`src/cfnpm_pkg.sv`:
```
// ============================================================================
// cfnpm_pkg - shared constants for the case-folding name pattern matcher
// Character codes, pattern geometry, match modes and register indexes.
// ============================================================================
`default_nettype none

package cfnpm_pkg;

    // Pattern geometry
    localparam int MAX_PATTERN = 32;
    localparam int POS_W       = MAX_PATTERN + 1;     // live position vector width
    localparam int LEN_W       = 6;                   // pattern_length register width
    localparam int CHAR_W      = 8;
    localparam int WORD_W      = 64;
    localparam int PATTERN_W   = MAX_PATTERN * CHAR_W;

    // Configuration port
    localparam int CFG_ADDR_W  = 3;
    localparam int CFG_DATA_W  = WORD_W;

    localparam logic [CFG_ADDR_W-1:0] REG_MATCH_MODE     = 3'd0;
    localparam logic [CFG_ADDR_W-1:0] REG_PATTERN_LENGTH = 3'd1;
    localparam logic [CFG_ADDR_W-1:0] REG_PATTERN_WORD_0 = 3'd2;
    localparam logic [CFG_ADDR_W-1:0] REG_PATTERN_WORD_1 = 3'd3;
    localparam logic [CFG_ADDR_W-1:0] REG_PATTERN_WORD_2 = 3'd4;
    localparam logic [CFG_ADDR_W-1:0] REG_PATTERN_WORD_3 = 3'd5;

    // Match modes
    localparam logic [1:0] MODE_EXACT     = 2'd0;
    localparam logic [1:0] MODE_GLOB      = 2'd1;
    localparam logic [1:0] MODE_SUBSTRING = 2'd2;

    // Character codes
    localparam logic [CHAR_W-1:0] CH_STAR    = 8'h2A;
    localparam logic [CHAR_W-1:0] CH_QUEST   = 8'h3F;
    localparam logic [CHAR_W-1:0] CH_UPPER_A = 8'h41;
    localparam logic [CHAR_W-1:0] CH_UPPER_Z = 8'h5A;
    localparam logic [CHAR_W-1:0] CH_LOWER_A = 8'h61;

    // Fold A..Z to a..z, leave every other byte alone.
    function automatic logic [CHAR_W-1:0] fold_char(input logic [CHAR_W-1:0] c);
        logic [CHAR_W-1:0] r;
        r = c;
        if (c >= CH_UPPER_A && c <= CH_UPPER_Z)
        begin
            r = c + (CH_LOWER_A - CH_UPPER_A);
        end
        return r;
    endfunction

endpackage

`default_nettype wire

```
`src/case_folding_name_pattern_matcher.sv`:
```
// ============================================================================
// case_folding_name_pattern_matcher - streaming glob / exact / substring match
// Throughput: one transaction per cycle, except while a finished name waits
// on a held result that is not being taken. The live position vector update
// uses one 33-bit carry chain for the glob star closure.
// Reset: mode substring, empty pattern, no result pending, matcher at the
// start of a name.
// ============================================================================
`default_nettype none

module case_folding_name_pattern_matcher
    import cfnpm_pkg::*;
(
    input  wire logic                  clk,
    input  wire logic                  rst_n,

    // Configuration write port
    input  wire logic                  cfg_wr_en,
    input  wire logic [CFG_ADDR_W-1:0] cfg_addr,
    input  wire logic [CFG_DATA_W-1:0] cfg_wdata,

    // Character stream in
    input  wire logic                  s_axis_tvalid,
    output logic                       s_axis_tready,
    input  wire logic [7:0]            s_axis_tdata,   // [7:0] char_code
    input  wire logic                  s_axis_tuser,   // [0] no_char
    input  wire logic                  s_axis_tlast,   // string_end

    // Match result out, one transaction per name
    output logic                       m_axis_tvalid,
    input  wire logic                  m_axis_tready,
    output logic [7:0]                 m_axis_tdata    // [0] matched, [7:1] zero
);

    // ------------------------------------------------------------------------
    // Configuration registers
    // ------------------------------------------------------------------------
    logic [1:0]           mode_reg;
    logic [LEN_W-1:0]     len_cfg_reg;
    logic [PATTERN_W-1:0] pattern_reg;

    always_ff @(posedge clk or negedge rst_n)
    begin
        if (!rst_n)
        begin
            mode_reg    <= MODE_SUBSTRING;
            len_cfg_reg <= '0;
            pattern_reg <= '0;
        end
        else if (cfg_wr_en)
        begin
            unique case (cfg_addr)
                REG_MATCH_MODE:     mode_reg    <= cfg_wdata[1:0];
                REG_PATTERN_LENGTH: len_cfg_reg <= cfg_wdata[LEN_W-1:0];
                REG_PATTERN_WORD_0: pattern_reg[0*WORD_W +: WORD_W] <= cfg_wdata;
                REG_PATTERN_WORD_1: pattern_reg[1*WORD_W +: WORD_W] <= cfg_wdata;
                REG_PATTERN_WORD_2: pattern_reg[2*WORD_W +: WORD_W] <= cfg_wdata;
                REG_PATTERN_WORD_3: pattern_reg[3*WORD_W +: WORD_W] <= cfg_wdata;
                default: ;
            endcase
        end
    end

    // ------------------------------------------------------------------------
    // Derived pattern information, recomputed every cycle and registered.
    // Configuration must only change while the block is idle; the block itself
    // does not enforce this. An item that arrives right after a write passes
    // through the input register, so these registers are current when it is evaluated.
    // ------------------------------------------------------------------------
    logic [LEN_W-1:0]       len_next,   len_reg;
    logic [POS_W-1:0]       mask_next,  mask_reg;    // bit i: i <= length
    logic [MAX_PATTERN-1:0] star_next,  star_reg;    // glob-only wildcard '*'
    logic [MAX_PATTERN-1:0] quest_next, quest_reg;   // glob-only wildcard '?'
    logic [POS_W-1:0]       tail_next,  tail_reg;    // bit i: only stars from i on

    always_comb
    begin
        // Lengths above the pattern capacity count as a full pattern.
        if (len_cfg_reg > LEN_W'(MAX_PATTERN))
        begin
            len_next = LEN_W'(MAX_PATTERN);
        end
        else
        begin
            len_next = len_cfg_reg;
        end

        for (int i = 0; i < POS_W; i++)
        begin
            mask_next[i] = (LEN_W'(i) <= len_next);
        end

        for (int i = 0; i < MAX_PATTERN; i++)
        begin
            star_next[i]  = (mode_reg == MODE_GLOB) && mask_next[i+1] &&
                            (pattern_reg[i*CHAR_W +: CHAR_W] == CH_STAR);
            quest_next[i] = (mode_reg == MODE_GLOB) && mask_next[i+1] &&
                            (pattern_reg[i*CHAR_W +: CHAR_W] == CH_QUEST);
        end
    end

    // A position reaches the end of the pattern over stars alone when every
    // pattern character from there to the end is a glob star. Outside glob
    // mode only the end position itself qualifies.
    always_comb
    begin
        for (int j = 0; j < POS_W; j++)
        begin
            tail_next[j] = mask_next[j];
            for (int k = j; k < MAX_PATTERN; k++)
            begin
                if (mask_next[k+1] && !star_next[k])
                begin
                    tail_next[j] = 1'b0;
                end
            end
        end
    end

    always_ff @(posedge clk or negedge rst_n)
    begin
        if (!rst_n)
        begin
            len_reg   <= '0;
            mask_reg  <= {{(POS_W-1){1'b0}}, 1'b1};
            star_reg  <= '0;
            quest_reg <= '0;
            tail_reg  <= {{(POS_W-1){1'b0}}, 1'b1};
        end
        else
        begin
            len_reg   <= len_next;
            mask_reg  <= mask_next;
            star_reg  <= star_next;
            quest_reg <= quest_next;
            tail_reg  <= tail_next;
        end
    end

    // ------------------------------------------------------------------------
    // Input register. The character is case-folded on the way in.
    // ------------------------------------------------------------------------
    logic              in_valid_reg;
    logic [CHAR_W-1:0] in_char_reg;
    logic              in_no_char_reg;
    logic              in_end_reg;
    logic              advance;

    // The evaluation stage moves on unless it would produce a result while the
    // output register still holds one that is not being taken.
    assign advance       = in_valid_reg && (!in_end_reg || !m_axis_tvalid || m_axis_tready);
    assign s_axis_tready = !in_valid_reg || advance;

    always_ff @(posedge clk or negedge rst_n)
    begin
        if (!rst_n)
        begin
            in_valid_reg <= 1'b0;
        end
        else if (s_axis_tready)
        begin
            in_valid_reg <= s_axis_tvalid;
        end
    end

    always_ff @(posedge clk)
    begin
        if (s_axis_tready && s_axis_tvalid)
        begin
            in_char_reg    <= fold_char(s_axis_tdata);
            in_no_char_reg <= s_axis_tuser;
            in_end_reg     <= s_axis_tlast;
        end
    end

    // ------------------------------------------------------------------------
    // Live position vector update.
    // Bit i of the vector means the first i pattern characters are matched.
    // The stored vector is kept as stepped; in glob mode every position
    // reachable by skipping '*' characters is added each time it is used.
    // ------------------------------------------------------------------------
    logic [POS_W-1:0] live_reg;
    logic             found_reg;

    logic [POS_W-1:0]       live_eff;
    logic [POS_W-1:0]       live_clo;
    logic [MAX_PATTERN-1:0] hit_adv;
    logic [MAX_PATTERN-1:0] hit_stay;
    logic [POS_W-1:0]       step_vec;
    logic [POS_W-1:0]       clo_p;
    logic [POS_W-1:0]       clo_g;
    logic [POS_W-1:0]       clo_sum;
    logic [POS_W-1:0]       live_new;
    logic                   found_new;
    logic                   matched_now;

    always_comb
    begin
        // Positions beyond the current length are dropped.
        live_eff = live_reg & mask_reg;

        // Star closure as a carry chain: a live bit on a star generates a
        // carry, which runs on through the following stars. Outside glob mode
        // the star vector is empty and this leaves the vector as it is.
        clo_p    = {1'b0, star_reg};
        clo_g    = live_eff & clo_p;
        clo_sum  = clo_p + clo_g;
        live_clo = live_eff | (clo_sum ^ clo_p ^ clo_g);

        for (int i = 0; i < MAX_PATTERN; i++)
        begin
            // A star holds its position; any other active character advances
            // on an equal byte, or on any byte for a glob '?'.
            hit_stay[i] = live_clo[i] && star_reg[i];
            hit_adv[i]  = live_clo[i] && mask_reg[i+1] && !star_reg[i] &&
                          ((pattern_reg[i*CHAR_W +: CHAR_W] == in_char_reg) ||
                           quest_reg[i]);
        end

        step_vec = {hit_adv, 1'b0} | {1'b0, hit_stay};
        if (mode_reg == MODE_SUBSTRING)
        begin
            // A substring may begin at any character.
            step_vec[0] = 1'b1;
        end

        if (in_no_char_reg)
        begin
            live_new  = live_eff;
            found_new = found_reg;
        end
        else
        begin
            live_new  = step_vec;
            found_new = found_reg ||
                        ((mode_reg == MODE_SUBSTRING) && step_vec[len_reg]);
        end

        case (mode_reg)
            MODE_EXACT:     matched_now = (len_reg != '0) && live_new[len_reg];
            MODE_GLOB:      matched_now = |(live_new & tail_reg);
            MODE_SUBSTRING: matched_now = found_new || live_new[len_reg];
            default:        matched_now = 1'b0;
        endcase
    end

    always_ff @(posedge clk or negedge rst_n)
    begin
        if (!rst_n)
        begin
            live_reg  <= {{(POS_W-1){1'b0}}, 1'b1};
            found_reg <= 1'b0;
        end
        else if (advance)
        begin
            if (in_end_reg)
            begin
                // Name finished: back to the start of the next name.
                live_reg  <= {{(POS_W-1){1'b0}}, 1'b1};
                found_reg <= 1'b0;
            end
            else
            begin
                live_reg  <= live_new;
                found_reg <= found_new;
            end
        end
    end

    // ------------------------------------------------------------------------
    // Output register, one transaction per finished name.
    // ------------------------------------------------------------------------
    logic out_valid_reg;
    logic out_matched_reg;

    always_ff @(posedge clk or negedge rst_n)
    begin
        if (!rst_n)
        begin
            out_valid_reg <= 1'b0;
        end
        else if (advance && in_end_reg)
        begin
            out_valid_reg <= 1'b1;
        end
        else if (m_axis_tready)
        begin
            out_valid_reg <= 1'b0;
        end
    end

    always_ff @(posedge clk)
    begin
        if (advance && in_end_reg)
        begin
            out_matched_reg <= matched_now;
        end
    end

    assign m_axis_tvalid = out_valid_reg;
    assign m_axis_tdata  = {7'b0, out_matched_reg};

endmodule

`default_nettype wire

```
`config.mk`:
```
export PLATFORM = sky130hd
export DESIGN_NAME = case_folding_name_pattern_matcher
export DESIGN_NICKNAME = d
export VERILOG_FILES = /design/src/cfnpm_pkg.sv /design/src/case_folding_name_pattern_matcher.sv
export SDC_FILE = /design/constraint.sdc
export NUM_CORES = 1
export LEC_CHECK = 0
export BUFFER_PORTS_ARGS = -buffer_cell sky130_fd_sc_hd__buf_2
export CAP_MARGIN = 40
export CELL_PAD_IN_SITES_DETAIL_PLACEMENT = 1
export CELL_PAD_IN_SITES_GLOBAL_PLACEMENT = 1
export CORE_MARGIN = 2
export CORE_UTILIZATION = 45
export DETAILED_ROUTE_END_ITERATION = 10
export PLACE_DENSITY = 0.87
export SYNTH_ARGS = -nofsm -noshare
export SYNTH_HDL_FRONTEND = slang
export SYNTH_SLANG_ARGS = --single-unit
```
`constraint.sdc`:
```
create_clock -name clk -period 3.55 [get_ports clk]
set_input_delay 0.71 -clock clk [delete_from_list [all_inputs] [get_ports clk]]
set_output_delay 0.71 -clock clk [all_outputs]
set_load 0.01 [all_outputs]
```
==> flow_metrics.env, run 1 <==
export IMPL_dp_cells=3397
export IMPL_antenna_found_initial=40
export IMPL_synth_seq_area_share_pct=46.8
export IMPL_clock_sinks=446
export IMPL_synth_area_leaders="dfrtp_1 (45%), mux2_2 (12%), xor2_1 (8.8%), nor4_1 (2.3%), nand2_1 (2.2%)"
export IMPL_postCtsHoldBufs=0
export IMPL_synth_cells=2274
export IMPL_synth_avg_cell_area_um2=10.5
export IMPL_synthFlopType="dfrtp_1"
export IMPL_grt_max_degree=85
export IMPL_synth_distinct_cells=94
export IMPL_start_util_pct=45.5
export IMPL_gr_total_overflow=199
export IMPL_pin_count=92
export IMPL_cts_max_level=2
export IMPL_placed_cell_area_um2=28600
export IMPL_gp_congestion=1.09
export IMPL_tool_error="[ERROR GRT-0232] Routing congestion too high. Check the congestion heatmap in the GUI."
export IMPL_die_x_um=235
export IMPL_die_h_um=235
export IMPL_yosysTopAreaCellShare_pct=45.0
export IMPL_cts_buffers_inserted=49
export IMPL_synth_area_um2=24000
export IMPL_numPortBuffers=84
export IMPL_status="stopped before the end"
export IMPL_rows=84
export IMPL_lastStage="global routing (5_1_grt)"
export IMPL_root_buffer="clkbuf_16"
export IMPL_grt_use_total_pct=79.3
export IMPL_synth_seq_cells=446
export IMPL_clk_path_buf_depth=3
export IMPL_worstEpCategory="register input"
export IMPL_yosysWarnings=0
export IMPL_hpwl_um=83600
export IMPL_yosysTopAreaCell="dfrtp_1"
export IMPL_synth_async_sr_flop_share_pct=97.5
export IMPL_synth_edf_count=11
export IMPL_crit_endpoint="tail_reg[1]$_DFF_PN0_/D"
## layer usage
metal  track usage, %  overflow
met5             47.0         6
met4             78.0        98
met3             70.8        13
met2             90.3        77
met1             78.9         5
## synthesized netlist by cell type, drive strengths merged (16+ instances only)
cell type / n
nor4: 90
and2: 23
inv: 52
o21a: 16
and3: 25
o21ai: 78
clkbuf: 92
a21o: 21
a21boi: 21
nand4: 24
a21oi: 102
or3: 19
dfrtp: 431
mux2: 265
nor2: 99
nor3: 58
xor2: 242
or4: 16
a31oi: 20
a22o: 31
nand2: 140
buf: 25
nor3b: 21
nand3: 99
## stage by stage
stage               hold WS [ps]  utilization [%]  setup TNS, ps  setup slack, ps
floorplan                    414                -              0             18.6
global placement             469             54.3          -1970             -507
detailed placement           485             54.3          -3190             -564
CTS                          135             58.6           -747             -169
## logic make-up after synthesis
family	share of synthesized area (%)
adders and majority gates	0.104
and+or+nand+nor	15.6
xor gates and xnor gates	9.35
muxes	12.8
buffers and inverters	2.82
other	0.0313
DFF	46.8
AOI/OAI and AO/OA	12.5
## timing repair
action,CTS
buffers inserted,25
pin swaps,30
endpoints found under the setup margin,9
gates resized for setup,108
==> run 2: changes to the inputs <==
Settings changed: CELL_PAD_IN_SITES_DETAIL_PLACEMENT 1 to not set, CELL_PAD_IN_SITES_GLOBAL_PLACEMENT 1 to not set, CORE_UTILIZATION 45 to 40, PLACE_DENSITY 0.87 to not set, PLACE_DENSITY_LB_ADDON set to 0.15.
Clock period 3.55 ns to 4.6 ns, I/O delays scaled along.
==> flow_metrics.env, run 2 <==
export IMPL_status="complete, no violations"
export IMPL_cp_end_kind="flip-flop"
export IMPL_grt_use_total_pct=30.1
export IMPL_dieArea_um2=61900
export IMPL_gp_congestion=0.991
export IMPL_rsz0062_at_grt="no"
export IMPL_rows=89
export IMPL_synth_avg_cell_area_um2=10.5
export IMPL_critPathArrivalTime_ps=4550
export IMPL_grt_max_degree=100
export IMPL_slew_viol_final=0
export IMPL_worst_r2r_path_depth=17
export IMPL_max_freq_mhz=237
export IMPL_fin_ws_ps=374
export IMPL_cpMaxStageDelayCell="o21ai_0"
export IMPL_synthFlopType="dfrtp_1"
export IMPL_die_x_um=249
export IMPL_yosysMostFrequentCell="dfrtp_1"
export IMPL_cts_setup_buffers=0
export IMPL_synth_common_cells="dfrtp_1 (431), mux2_2 (265), xor2_1 (242)"
export IMPL_clock_sinks=446
export IMPL_slew_headroom_pct=38.9
export IMPL_leakagePower_nw=11.8
export IMPL_final_common_cell="dfrtp_1"
export IMPL_setup_viol=0
export IMPL_start_util_pct=40.6
export IMPL_wire_per_inst_um=28.8
export IMPL_cts_clk_slew_worst_paths_ps=60
export IMPL_hpwl_um=70700
export IMPL_final_antenna_net_count=0
export IMPL_powerDensity_nw_per_um2=433
export IMPL_finalCriticalPeriod_ps=4230
export IMPL_synth_cells=2274
export IMPL_cp_cell_sequence="inv_1, a21oi_1, ha_1, a21oi_1, o221ai_1, buf_4, a21o_1, a21oi_1, buf_4, a21o_1, a21boi_0, o21ai_0, a21o_1, and4_1, o2bb2ai_1, nor4_1, o22ai_1"
export IMPL_tns_ps=0
export IMPL_core_area_um2=59100
export IMPL_fin_worst_skew_ps=52.8
export IMPL_reg2reg_slack_ps=370
export IMPL_yosysTopAreaCell="dfrtp_1"
export IMPL_numPortBuffers=84
export IMPL_drt_iter0_drc=1430
export IMPL_synth_seq_cells=446
export IMPL_peakVddDrop_mv=0.317
export IMPL_synth_area_leaders="dfrtp_1 (45%), mux2_2 (12%), xor2_1 (8.8%), nor4_1 (2.3%), nand2_1 (2.2%)"
export IMPL_pre_cts_slack_ps=440
export IMPL_worstReg2RegEnd="out_matched_reg"
export IMPL_diodes=0
export IMPL_pin_count=92
export IMPL_synth_area_um2=24000
export IMPL_clkLatencyLatePin_ps=630
export IMPL_synthToLayoutAreaGrowth_pct=16.2
export IMPL_die_h_um=249
export IMPL_clk_path_buf_depth=3
export IMPL_cts_max_level=2
export IMPL_antenna_found_initial=2
export IMPL_post_cts_resized=0
export IMPL_route_met2_wl_um=43600
export IMPL_vias=19382
export IMPL_synth_async_sr_flop_share_pct=97.5
export IMPL_route_top_layer_used="met4"
export IMPL_synth_distinct_cells=94
export IMPL_largest_reg_flops=256
export IMPL_postCtsHoldBufs=0
export IMPL_met3WireLength_um=4850
export IMPL_worstMarginPinSlew_ps=916
export IMPL_gr_total_overflow=0
export IMPL_grt_pass1_vias=19506
export IMPL_hp_class="input port to async pin"
export IMPL_crit_type="flip-flop to flip-flop"
export IMPL_r2r_start="star_reg[1]"
export IMPL_worst_path_max_fanout=5
export IMPL_startpoint="star_reg[1]"
export IMPL_yosysWarnings=0
export IMPL_critPathLaunchType="flip-flop"
export IMPL_cap_viol_max_count=0
export IMPL_layout_drive_gt1_share_pct=24.6
export IMPL_wl_met1_um=41200
export IMPL_cts_buffers_inserted=50
export IMPL_report_final_hold_viol_count=0
export IMPL_detail_route_vias_per_cell=5.98
export IMPL_required_ps=4930
export IMPL_synth_seq_area_share_pct=46.8
export IMPL_final_cell_mix="dfrtp_1 (431), mux2_2 (265), xor2_1 (242), nand2_1 (139), buf_4 (110)"
export IMPL_crit_end="out_matched_reg"
export IMPL_drt_pass1_iter_count=7
export IMPL_drc=0
export IMPL_period_share_pct=91.9
export IMPL_slowest_delay_ps=490
export IMPL_nets=2511
export IMPL_routed_wl_um=93400
export IMPL_cts_tree="yes"
export IMPL_yosysTopAreaCellShare_pct=45.0
export IMPL_synth_edf_count=11
export IMPL_grt_pass1_wl_um=138000
export IMPL_root_buffer="clkbuf_16"
## run 2: cell counts after synthesis
Identical to the previous run, type by type.
## run 2: layout make-up
type / instances / area, µm²
clock buffer: 70 / 1450
clock inverter: 23 / 297
fill: 5540 / 31300
inverter: 54 / 203
multi-input combinational: 1663 / 12100
sequential: 446 / 11200
tap: 773 / 967
timing repair buffer: 212 / 1590
## run 2: critical path: cells and delay by family, from the launching register on
| family | cells | cell delay (ps) |
|---|---|---|
| AOI/OAI and AO/OA | 11 | 2260 |
| and+or+nand+nor | 2 | 570 |
| buffers and inverters | 3 | 510 |
| DFF | 1 | 420 |
| adders and majority gates | 1 | 200 |
## run 2: logic make-up (layout without fill, tap and decap cells)
family	count (synthesis)	in the layout	share of synthesized area, %
other	2	8	0.0313
and+or+nand+nor	688	688	15.6
buffers and inverters	171	359	2.82
xor gates and xnor gates	256	256	9.35
DFF	446	446	46.8
adders and majority gates	2	2	0.104
muxes	272	272	12.8
AOI/OAI and AO/OA	437	437	12.5
## run 2: power by group
group	leakage (nW)	internal [mW]	switching (mW)
combinational	5.38	1.12	1.45
clock	0.852	2.45	1.74
sequential	5.53	4.57	0.753
## run 2: metal layers
| layer | up-vias | GRT usage [%] |
|---|---|---|
| li1 | 8651 | - |
| met1 | 9963 | 41.2 |
| met2 | 627 | 48.5 |
| met3 | 141 | 4.04 |
| met4 | 0 | 11.7 |
| met5 | - | 0 |
## run 2: through the flow
| step | hold WS [ps] | instance area, µm² | power, mW | utilization, % | instances |
|---|---|---|---|---|---|
| after global placement | 473 | 26000 | 7.87 | 44.0 | 3140 |
| final | 397 | 27900 | 12.1 | 47.1 | 3241 |
| after global routing | 446 | 27900 | 12.6 | 47.1 | 3241 |
| after CTS | 402 | 27900 | 12.1 | 47.1 | 3240 |
| after floorplan | 442 | 24000 | 6.75 | - | 2280 |
| after detailed placement | 483 | 26100 | 7.92 | 44.2 | 3147 |
## run 2: worst min-delay path by stage
stage | from | end | slack, ps | depth (start not counted)
after floorplan | live_reg[16] | live_reg[16] | 440 | 2
after global placement | live_reg[28] | live_reg[28] | 470 | 2
after CTS | rst_n | pattern_reg[34] | 400 | 1
after detailed placement | live_reg[32] | live_reg[32] | 480 | 2
after global routing | rst_n | live_reg[13] | 450 | 1
final | rst_n | live_reg[13] | 400 | 1
Note: power is estimated with default switching activity, not from simulation.
